--- src/rtl/nqsc_pkg.sv ---
package nqsc_pkg;

  localparam int BOARD_W     = 5;
  localparam int COLUMN_W    = 4;
  localparam int OUT_COUNT_W = 24;

  localparam logic [BOARD_W-1:0] BOARD_RESET = 5'd8;

  typedef enum logic [1:0] {
    ST_IDLE,
    ST_INIT,
    ST_SEARCH,
    ST_FINISH
  } ctrl_state_t;

  typedef struct packed {
    logic load;
    logic init;
    logic step;
    logic emit;
  } dp_cmd_t;

  typedef struct packed {
    logic init_final;
    logic search_last;
  } dp_status_t;

endpackage

--- src/rtl/nqsc_datapath.sv ---
module nqsc_datapath #(
  parameter int MAX_BOARD  = 16,
  parameter int COUNT_BITS = 24
) (
  input  logic                                clk,
  input  logic                                rst,
  input  logic                                cfg_write,
  input  logic [nqsc_pkg::BOARD_W-1:0]        cfg_data,
  input  logic [nqsc_pkg::COLUMN_W-1:0]       first_column_in,
  input  nqsc_pkg::dp_cmd_t                   cmd,
  output nqsc_pkg::dp_status_t                status,
  output logic [nqsc_pkg::OUT_COUNT_W-1:0]    solution_count,
  output logic                                column_invalid
);
  import nqsc_pkg::*;

  localparam int IDX_W   = (MAX_BOARD > 1) ? $clog2(MAX_BOARD) : 1;
  localparam int COL_W   = $clog2(MAX_BOARD + 1);
  localparam int DIAG_W  = 2 * MAX_BOARD;
  localparam int DIAG_IW = $clog2(DIAG_W);

  logic [BOARD_W-1:0]    board_size;
  logic [COL_W-1:0]      n_eff;
  logic [COLUMN_W-1:0]   first_col;
  logic                  invalid_flag;
  logic [MAX_BOARD-1:0]  col_mask;
  logic [DIAG_W-1:0]     up_mask;
  logic [DIAG_W-1:0]     down_mask;
  logic [IDX_W-1:0]      row;
  logic [COL_W-1:0]      trial;
  logic [COUNT_BITS-1:0] running_count;
  logic [IDX_W-1:0]      placed_columns [MAX_BOARD];

  logic [MAX_BOARD-1:0]  col_mask_next;
  logic [DIAG_W-1:0]     up_mask_next;
  logic [DIAG_W-1:0]     down_mask_next;
  logic [IDX_W-1:0]      row_next;
  logic [COL_W-1:0]      trial_next;
  logic [COUNT_BITS-1:0] count_next;
  logic                  place_write;

  logic                   col_off;
  logic                   first_off;
  logic                   trial_free;
  logic [IDX_W-1:0]       trial_idx;
  logic [IDX_W-1:0]       row_dec;
  logic [IDX_W-1:0]       back_col;
  logic [DIAG_IW-1:0]     up_idx;
  logic [DIAG_IW-1:0]     down_idx;
  logic [DIAG_IW-1:0]     back_up_idx;
  logic [DIAG_IW-1:0]     back_down_idx;
  logic [COL_W-1:0]       n_cfg;
  logic [OUT_COUNT_W-1:0] count_clip;

  // Effective board size: anything above the largest board acts as the largest board.
  assign n_cfg = (board_size > BOARD_W'(MAX_BOARD)) ? COL_W'(MAX_BOARD)
                                                    : COL_W'(board_size);

  assign first_off = ({1'b0, first_col} >= BOARD_W'(n_eff));
  assign status.init_final  = first_off || (n_eff == COL_W'(1));
  assign col_off            = (trial >= n_eff);
  assign status.search_last = col_off && (row == IDX_W'(1));

  assign trial_idx = trial[IDX_W-1:0];
  assign row_dec   = row - IDX_W'(1);
  assign back_col  = placed_columns[row_dec];

  // Diagonal indexes: row + column for one direction, row + (max - 1) - column for the other.
  assign up_idx        = DIAG_IW'(row) + DIAG_IW'(trial_idx);
  assign down_idx      = DIAG_IW'(row) + DIAG_IW'(MAX_BOARD - 1) - DIAG_IW'(trial_idx);
  assign back_up_idx   = DIAG_IW'(row_dec) + DIAG_IW'(back_col);
  assign back_down_idx = DIAG_IW'(row_dec) + DIAG_IW'(MAX_BOARD - 1) - DIAG_IW'(back_col);

  assign trial_free = !col_mask[trial_idx] && !up_mask[up_idx] && !down_mask[down_idx];

  always_comb begin
    col_mask_next  = col_mask;
    up_mask_next   = up_mask;
    down_mask_next = down_mask;
    row_next       = row;
    trial_next     = trial;
    count_next     = running_count;
    place_write    = 1'b0;
    if (col_off) begin
      // Row exhausted: lift the queen of the row above and move it one column on.
      row_next                      = row_dec;
      col_mask_next[back_col]       = 1'b0;
      up_mask_next[back_up_idx]     = 1'b0;
      down_mask_next[back_down_idx] = 1'b0;
      trial_next                    = COL_W'(back_col) + COL_W'(1);
    end else if (trial_free) begin
      place_write = 1'b1;
      if (COL_W'(row) == n_eff - COL_W'(1)) begin
        if (running_count != {COUNT_BITS{1'b1}}) begin
          count_next = running_count + COUNT_BITS'(1);
        end
        trial_next = trial + COL_W'(1);
      end else begin
        col_mask_next[trial_idx] = 1'b1;
        up_mask_next[up_idx]     = 1'b1;
        down_mask_next[down_idx] = 1'b1;
        row_next                 = row + IDX_W'(1);
        trial_next               = '0;
      end
    end else begin
      trial_next = trial + COL_W'(1);
    end
  end

  generate
    if (COUNT_BITS > OUT_COUNT_W) begin : g_clip
      assign count_clip = (|running_count[COUNT_BITS-1:OUT_COUNT_W]) ? {OUT_COUNT_W{1'b1}}
                                                                      : running_count[OUT_COUNT_W-1:0];
    end else begin : g_extend
      assign count_clip = OUT_COUNT_W'(running_count);
    end
  endgenerate

  always_ff @(posedge clk) begin
    if (rst) begin
      board_size    <= BOARD_RESET;
      row           <= '0;
      trial         <= '0;
      running_count <= '0;
    end else begin
      if (cfg_write) begin
        board_size <= cfg_data;
      end
      if (cmd.init) begin
        row           <= IDX_W'(1);
        trial         <= '0;
        running_count <= (!first_off && n_eff == COL_W'(1)) ? COUNT_BITS'(1) : '0;
      end else if (cmd.step) begin
        row           <= row_next;
        trial         <= trial_next;
        running_count <= count_next;
      end
    end
  end

  always_ff @(posedge clk) begin
    if (cmd.load) begin
      first_col <= first_column_in;
      n_eff     <= n_cfg;
    end
    if (cmd.init) begin
      invalid_flag <= first_off;
      // Only the first-row queen is marked when a search starts.
      col_mask     <= MAX_BOARD'(1) << first_col[IDX_W-1:0];
      up_mask      <= DIAG_W'(1) << first_col[IDX_W-1:0];
      down_mask    <= DIAG_W'(1) <<
                      (DIAG_IW'(MAX_BOARD - 1) - DIAG_IW'(first_col[IDX_W-1:0]));
    end else if (cmd.step) begin
      col_mask  <= col_mask_next;
      up_mask   <= up_mask_next;
      down_mask <= down_mask_next;
    end
    if (cmd.step && place_write) begin
      placed_columns[row] <= trial_idx;
    end
    if (cmd.emit) begin
      solution_count <= count_clip;
      column_invalid <= invalid_flag;
    end
  end

endmodule

--- src/rtl/nqsc_ctrl.sv ---
module nqsc_ctrl (
  input  logic                 clk,
  input  logic                 rst,
  input  logic                 in_valid,
  output logic                 in_stall,
  output logic                 out_valid,
  input  logic                 out_stall,
  input  nqsc_pkg::dp_status_t status,
  output nqsc_pkg::dp_cmd_t    cmd
);
  import nqsc_pkg::*;

  ctrl_state_t state;
  ctrl_state_t state_next;
  logic        out_valid_next;

  always_ff @(posedge clk) begin
    if (rst) begin
      state     <= ST_IDLE;
      out_valid <= 1'b0;
    end else begin
      state     <= state_next;
      out_valid <= out_valid_next;
    end
  end

  always_comb begin
    state_next = state;
    cmd        = '0;
    in_stall   = (state != ST_IDLE);
    case (state)
      ST_IDLE: begin
        if (in_valid) begin
          cmd.load   = 1'b1;
          state_next = ST_INIT;
        end
      end
      ST_INIT: begin
        cmd.init   = 1'b1;
        state_next = status.init_final ? ST_FINISH : ST_SEARCH;
      end
      ST_SEARCH: begin
        if (status.search_last) begin
          state_next = ST_FINISH;
        end else begin
          cmd.step = 1'b1;
        end
      end
      ST_FINISH: begin
        // The result register frees up in the same cycle its transaction completes.
        if (!out_valid || !out_stall) begin
          cmd.emit   = 1'b1;
          state_next = ST_IDLE;
        end
      end
      default: begin
        state_next = ST_IDLE;
      end
    endcase
    if (cmd.emit) begin
      out_valid_next = 1'b1;
    end else if (out_valid && !out_stall) begin
      out_valid_next = 1'b0;
    end else begin
      out_valid_next = out_valid;
    end
  end

endmodule

--- src/rtl/n_queens_solution_counter_core.sv ---
// N-queens solution counter. Each input transaction gives the column of the
// first-row queen; the block runs a depth-first backtracking search over the
// remaining rows and returns one result transaction with the number of full
// placements for that column (saturating), or column_invalid set and a zero
// count when the column is not on the board. Add the results of all columns
// to get the board total. board_size is written through the cfg port; the user
// must write it only while the block is idle, as the block itself does not
// enforce this. Values above MAX_BOARD act as MAX_BOARD, and zero makes every
// column invalid. The search takes one step (one column tried, or one queen
// lifted on backtrack) per clock, after setup and before hand-off of the result.
// An off-board column or a 1x1 board skips the search. A new item is taken once
// the previous search has handed its result to the output register, even while
// that result still waits to be taken.
module n_queens_solution_counter_core #(
  parameter int MAX_BOARD  = 16,
  parameter int COUNT_BITS = 24
) (
  input  logic                             clk,
  input  logic                             rst,
  input  logic                             cfg_valid,
  output logic                             cfg_ready,
  input  logic [nqsc_pkg::BOARD_W-1:0]     cfg_data,
  input  logic                             in_valid,
  output logic                             in_stall,
  input  logic [nqsc_pkg::COLUMN_W-1:0]    first_column,
  output logic                             out_valid,
  input  logic                             out_stall,
  output logic [nqsc_pkg::OUT_COUNT_W-1:0] solution_count,
  output logic                             column_invalid
);
  import nqsc_pkg::*;

  dp_cmd_t    cmd;
  dp_status_t status;

  assign cfg_ready = 1'b1;

  nqsc_ctrl u_ctrl (
    .clk       (clk),
    .rst       (rst),
    .in_valid  (in_valid),
    .in_stall  (in_stall),
    .out_valid (out_valid),
    .out_stall (out_stall),
    .status    (status),
    .cmd       (cmd)
  );

  nqsc_datapath #(
    .MAX_BOARD  (MAX_BOARD),
    .COUNT_BITS (COUNT_BITS)
  ) u_datapath (
    .clk             (clk),
    .rst             (rst),
    .cfg_write       (cfg_valid && cfg_ready),
    .cfg_data        (cfg_data),
    .first_column_in (first_column),
    .cmd             (cmd),
    .status          (status),
    .solution_count  (solution_count),
    .column_invalid  (column_invalid)
  );

endmodule

--- config.mk ---
export PLATFORM = sky130hd
export DESIGN_NAME = n_queens_solution_counter_core
export DESIGN_NICKNAME = d
export VERILOG_FILES = /design/src/rtl/nqsc_pkg.sv /design/src/rtl/nqsc_datapath.sv /design/src/rtl/nqsc_ctrl.sv /design/src/rtl/n_queens_solution_counter_core.sv
export SDC_FILE = /design/constraint.sdc
export NUM_CORES = 1
export LEC_CHECK = 0
export BUFFER_PORTS_ARGS = -buffer_cell sky130_fd_sc_hd__buf_2
export CAP_MARGIN = 20
export CORE_UTILIZATION = 50
export DETAILED_ROUTE_END_ITERATION = 6
export PLACE_DENSITY = 0.69
export SLEW_MARGIN = 5
export SYNTH_ARGS = -nofsm -noshare
export SYNTH_HDL_FRONTEND = slang
export SYNTH_HIERARCHICAL = 1
export SYNTH_SLANG_ARGS = --single-unit
--- constraint.sdc ---
create_clock -name clk -period 6 [get_ports clk]
set_input_delay 0 -clock clk [delete_from_list [all_inputs] [get_ports clk]]
set_output_delay 0 -clock clk [all_outputs]
set_load 0.03 [all_outputs]
==> results.toml <==
[global_route]
antenna_found_initial = 1
grt_pass1_wl_um = 49900
grt_overflow_total = 0
track_usage_pct = 26.2
grt_max_degree = 72
grt_pass1_vias = 8823

[worst_setup_path]
critPathRequiredTime_ns = 6.24
worst_setup_path_start_kind = "flip-flop"
cp-startpoint = "u_datapath/row[0]"
slowest_delay_ns = 0.89
rrSetupSlack_ns = 0.95
cp_cell_sequence = "buf_4 > inv_1 > ha_1 > mux4_2 > mux4_2 > ha_1 > a21oi_1 > xnor2_1 > inv_1 > nor3_1 > nand2_1 > a21oi_1 > o31ai_1"
path_max_fanout = 23
path_buf_inv = 3
crit_family = "adder cells"
crit_arrival_ns = 5.29
reg2reg_from = "u_datapath/row[0]"
criticalPathCategory = "flip-flop to flip-flop"
crit_path_end_kind = "flip-flop"
cp_slowest_cell = "ha_1"
regToRegEndpoint = "u_datapath/up_mask[9]"
reg2regPathDepth = 13

[synthesis]
synth_top_area_share_pct = 44.5
ys_top_cells_by_area = "edfxtp_1, mux4_2, dfxtp_1"
synth-seq-cells = 220
synth_top_area_cell = "edfxtp_1"
synth_cell_type_count = 67
synth_edf_count = 179
syn_nets = 1190
synth_fa_ha_area_share_pct = 5.32
synthMuxAreaShare_pct = 8.61
yosys.area_share.simple_pct = 15.5
async_flop_share_pct = 0
synth_top_family_by_area = "simple AND/OR/NAND/NOR gates"
avgSynthCellArea_um2 = 10.7
synth-seq-area-share_pct = 51.2
yosys_warnings = 6
synthXorXnorAreaFrac_pct = 2.25
synth-compound-area-share_pct = 14.0
netlist_area_um2 = 12100
synthCells = 1127
synthFlopType = "edfxtp_1"

[route]
top_layer_used = "met4"
drc = 0
viasPerCell = 6.21
wire_per_inst_um = 20.9
firstDrtPassIters = 5
vias = 9434
wl_met2_um = 14600
drtIter0Drc = 968
drtAntennaViolNets = 0
wl_met1_um = 13400
routed-wl-met3_um = 2980
wl_um = 31700

[sta]
fin_crit_sh_pct = 84.1
setup_tns_ns = 0
finalClockSkew_ns = 0.0132
slew_headroom_pct = 44.0
slew_violations = 0
holdWs_ns = 0.170
finalCriticalPeriod_ns = 5.05
worstMarginPinSlew_ns = 0.841
rsz0062_at_grt = "false"
setup_viol = 0
hold_viol_final = 0
max_freq_mhz = 198

[cts]
cts_tree = "built"
root_buffer = "clkbuf_16"
cts_made_buffers = 25
clk_pin_slew_worst_paths_ns = 0.06
clockBufferDepth = 3
insertion_delay_ns = 0.54
cts_resized = 0
cts-htree-levels = 1
cts.sinks = 220

[floorplan]
die_h_um = 158
start_util_pct = 51.2
io-pin-count = 42
rows = 56
die-area_um2 = 24800
die_x_um = 158
coreArea_um2 = 23600

[min_path]
whs_path_depth = 2
hold_class = "primary input to flip-flop"
min_to = "u_datapath/first_col[3]"
min_from = "first_column[3]"

[finish]
fin_cells = 1518
final_util_pct = 57.9
diodes = 0
fin_nets = 1243
syn_to_final_growth_pct = 13.1
drive_gt1_share_pct = 13.2

[placed_design]
gp_congestion = 0.938
dp_hpwl_um = 21700
io_buffers = 40
placed_cells = 1448

[job]
maxCapViolations = 0

[power]
ir_drop_v = 0.000382
power_density_nw_per_um2 = 573
p_leak_nw = 4.82
power.total_w = 0.00783

[outcome]
outcome = "completed"
[registers in the layout, summed over array words and instances, names as in the netlist]
register / flops
u_datapath/invalid_flag: 1
u_datapath/solution_count: 24
u_datapath/count_clip: 24
u_datapath/column_invalid: 1
u_datapath/trial: 5
u_datapath/first_col: 4
u_ctrl/state: 2
u_ctrl/out_valid: 1
u_datapath/down_mask: 32
u_datapath/up_mask: 32
u_datapath/n_eff: 5
u_datapath/board_size: 5
u_datapath/row: 4
u_datapath/col_mask: 16
u_datapath/placed_columns: 64
[metrics by stage]
step	worst slack, ns	cell area [um2]
detailed placement	1.00	12600
CTS	0.958	13700
finish	0.953	13700
floorplan	0.335	12100
global route	0.616	13700
global placement	1.09	12600
[worst reg2reg max path, cell delays in order (launching register included)]
cell	delay, ns
dfxtp_1	0.34
buf_4	0.37
inv_1	0.22
ha_1	0.89
mux4_2	0.44
mux4_2	0.57
ha_1	0.48
a21oi_1	0.14
xnor2_1	0.32
inv_1	0.15
nor3_1	0.47
nand2_1	0.10
a21oi_1	0.17
o31ai_1	0.10
[worst max-delay path by stage]
stage                             endpoint  slack [ns]  cells past startpoint
finish               u_datapath/up_mask[9]        0.95                     13
floorplan           u_datapath/col_mask[0]        0.34                     14
detailed placement   u_datapath/up_mask[9]         1.0                     13
CTS                  u_datapath/up_mask[9]        0.96                     13
global placement     u_datapath/up_mask[5]        1.09                     11
global route         u_datapath/up_mask[9]        0.62                     13
[logic make-up (layout without fill, tap and decap cells)]
| group | after synthesis | after routing |
|---|---|---|
| flops | 220 | 220 |
| xor+xnor | 31 | 31 |
| fa+ha+maj | 49 | 49 |
| buf+inv | 95 | 167 |
| other cells | 1 | 1 |
| mux | 54 | 54 |
| simple gates | 397 | 397 |
| compound gates | 280 | 280 |
[cell usage after synthesis (all sizes together) (3+ instances only)]
| cell type | instances |
|---|---|
| edfxtp | 179 |
| nand2 | 156 |
| or4 | 4 |
| buf | 14 |
| mux2i | 14 |
| xnor2 | 19 |
| or3 | 10 |
| nand4 | 9 |
| nand3 | 35 |
| nor2b | 23 |
| o211ai | 5 |
| nor3 | 19 |
| dfxtp | 41 |
| nand3b | 3 |
| or2 | 3 |
| o21ai | 54 |
| fa | 4 |
| a21oi | 126 |
| ha | 45 |
| a41oi | 4 |
| o31ai | 37 |
| clkbuf | 42 |
| a31oi | 11 |
| xor2 | 12 |
| nor2 | 86 |
| mux4 | 40 |
| nor4 | 4 |
| nand2b | 13 |
| inv | 39 |
| a22oi | 9 |
| and3 | 14 |
| and2 | 13 |
| a21o | 8 |
[where the power goes]
group | total, W | leakage (nW) | internal [W] | switching [W]
registers | 0.00248 | 1.99 | 0.00224 | 0.000242
logic | 0.00387 | 2.45 | 0.00137 | 0.00250
clock network | 0.00148 | 0.390 | 0.000852 | 0.000626
[area by class of cell]
cell class	instances	area (um2)
flip-flops and latches	220	6200
clock buffers	35	724
inverters	39	146
repair buffers	82	586
clock inverters	11	83.8
well taps	319	399
fillers	1965	9940
multi-input cells	812	5540
[what timing repair did]
action                                 CTS  global route
endpoints found under the hold margin   14             0
hold buffers                            23             0
buffers inserted                         0             0
[cells in the final DEF, fill, tap and decap left out, types with 14 or more instances in the layout]
master	instances
buf_2	40
mux4_2	40
o21ai_0	50
inv_1	38
edfxtp_1	179
dfxtp_1	41
mux2i_1	14
nand2_1	155
nor2b_1	23
xnor2_1	19
o31ai_1	37
ha_1	44
clkbuf_16	26
buf_4	18
dlygate4sd3_1	23
nor2_1	86
a21oi_1	126
nand3_1	33
nor3_1	19
[routing by layer]
layer  GRT usage [%]  vias up
li1                -     4290
met1            37.1     4576
met2            41.3      512
met3            4.85       56
met4            7.26        0
met5               0        -
No activity file was read; power rests on OpenSTA's default activity.
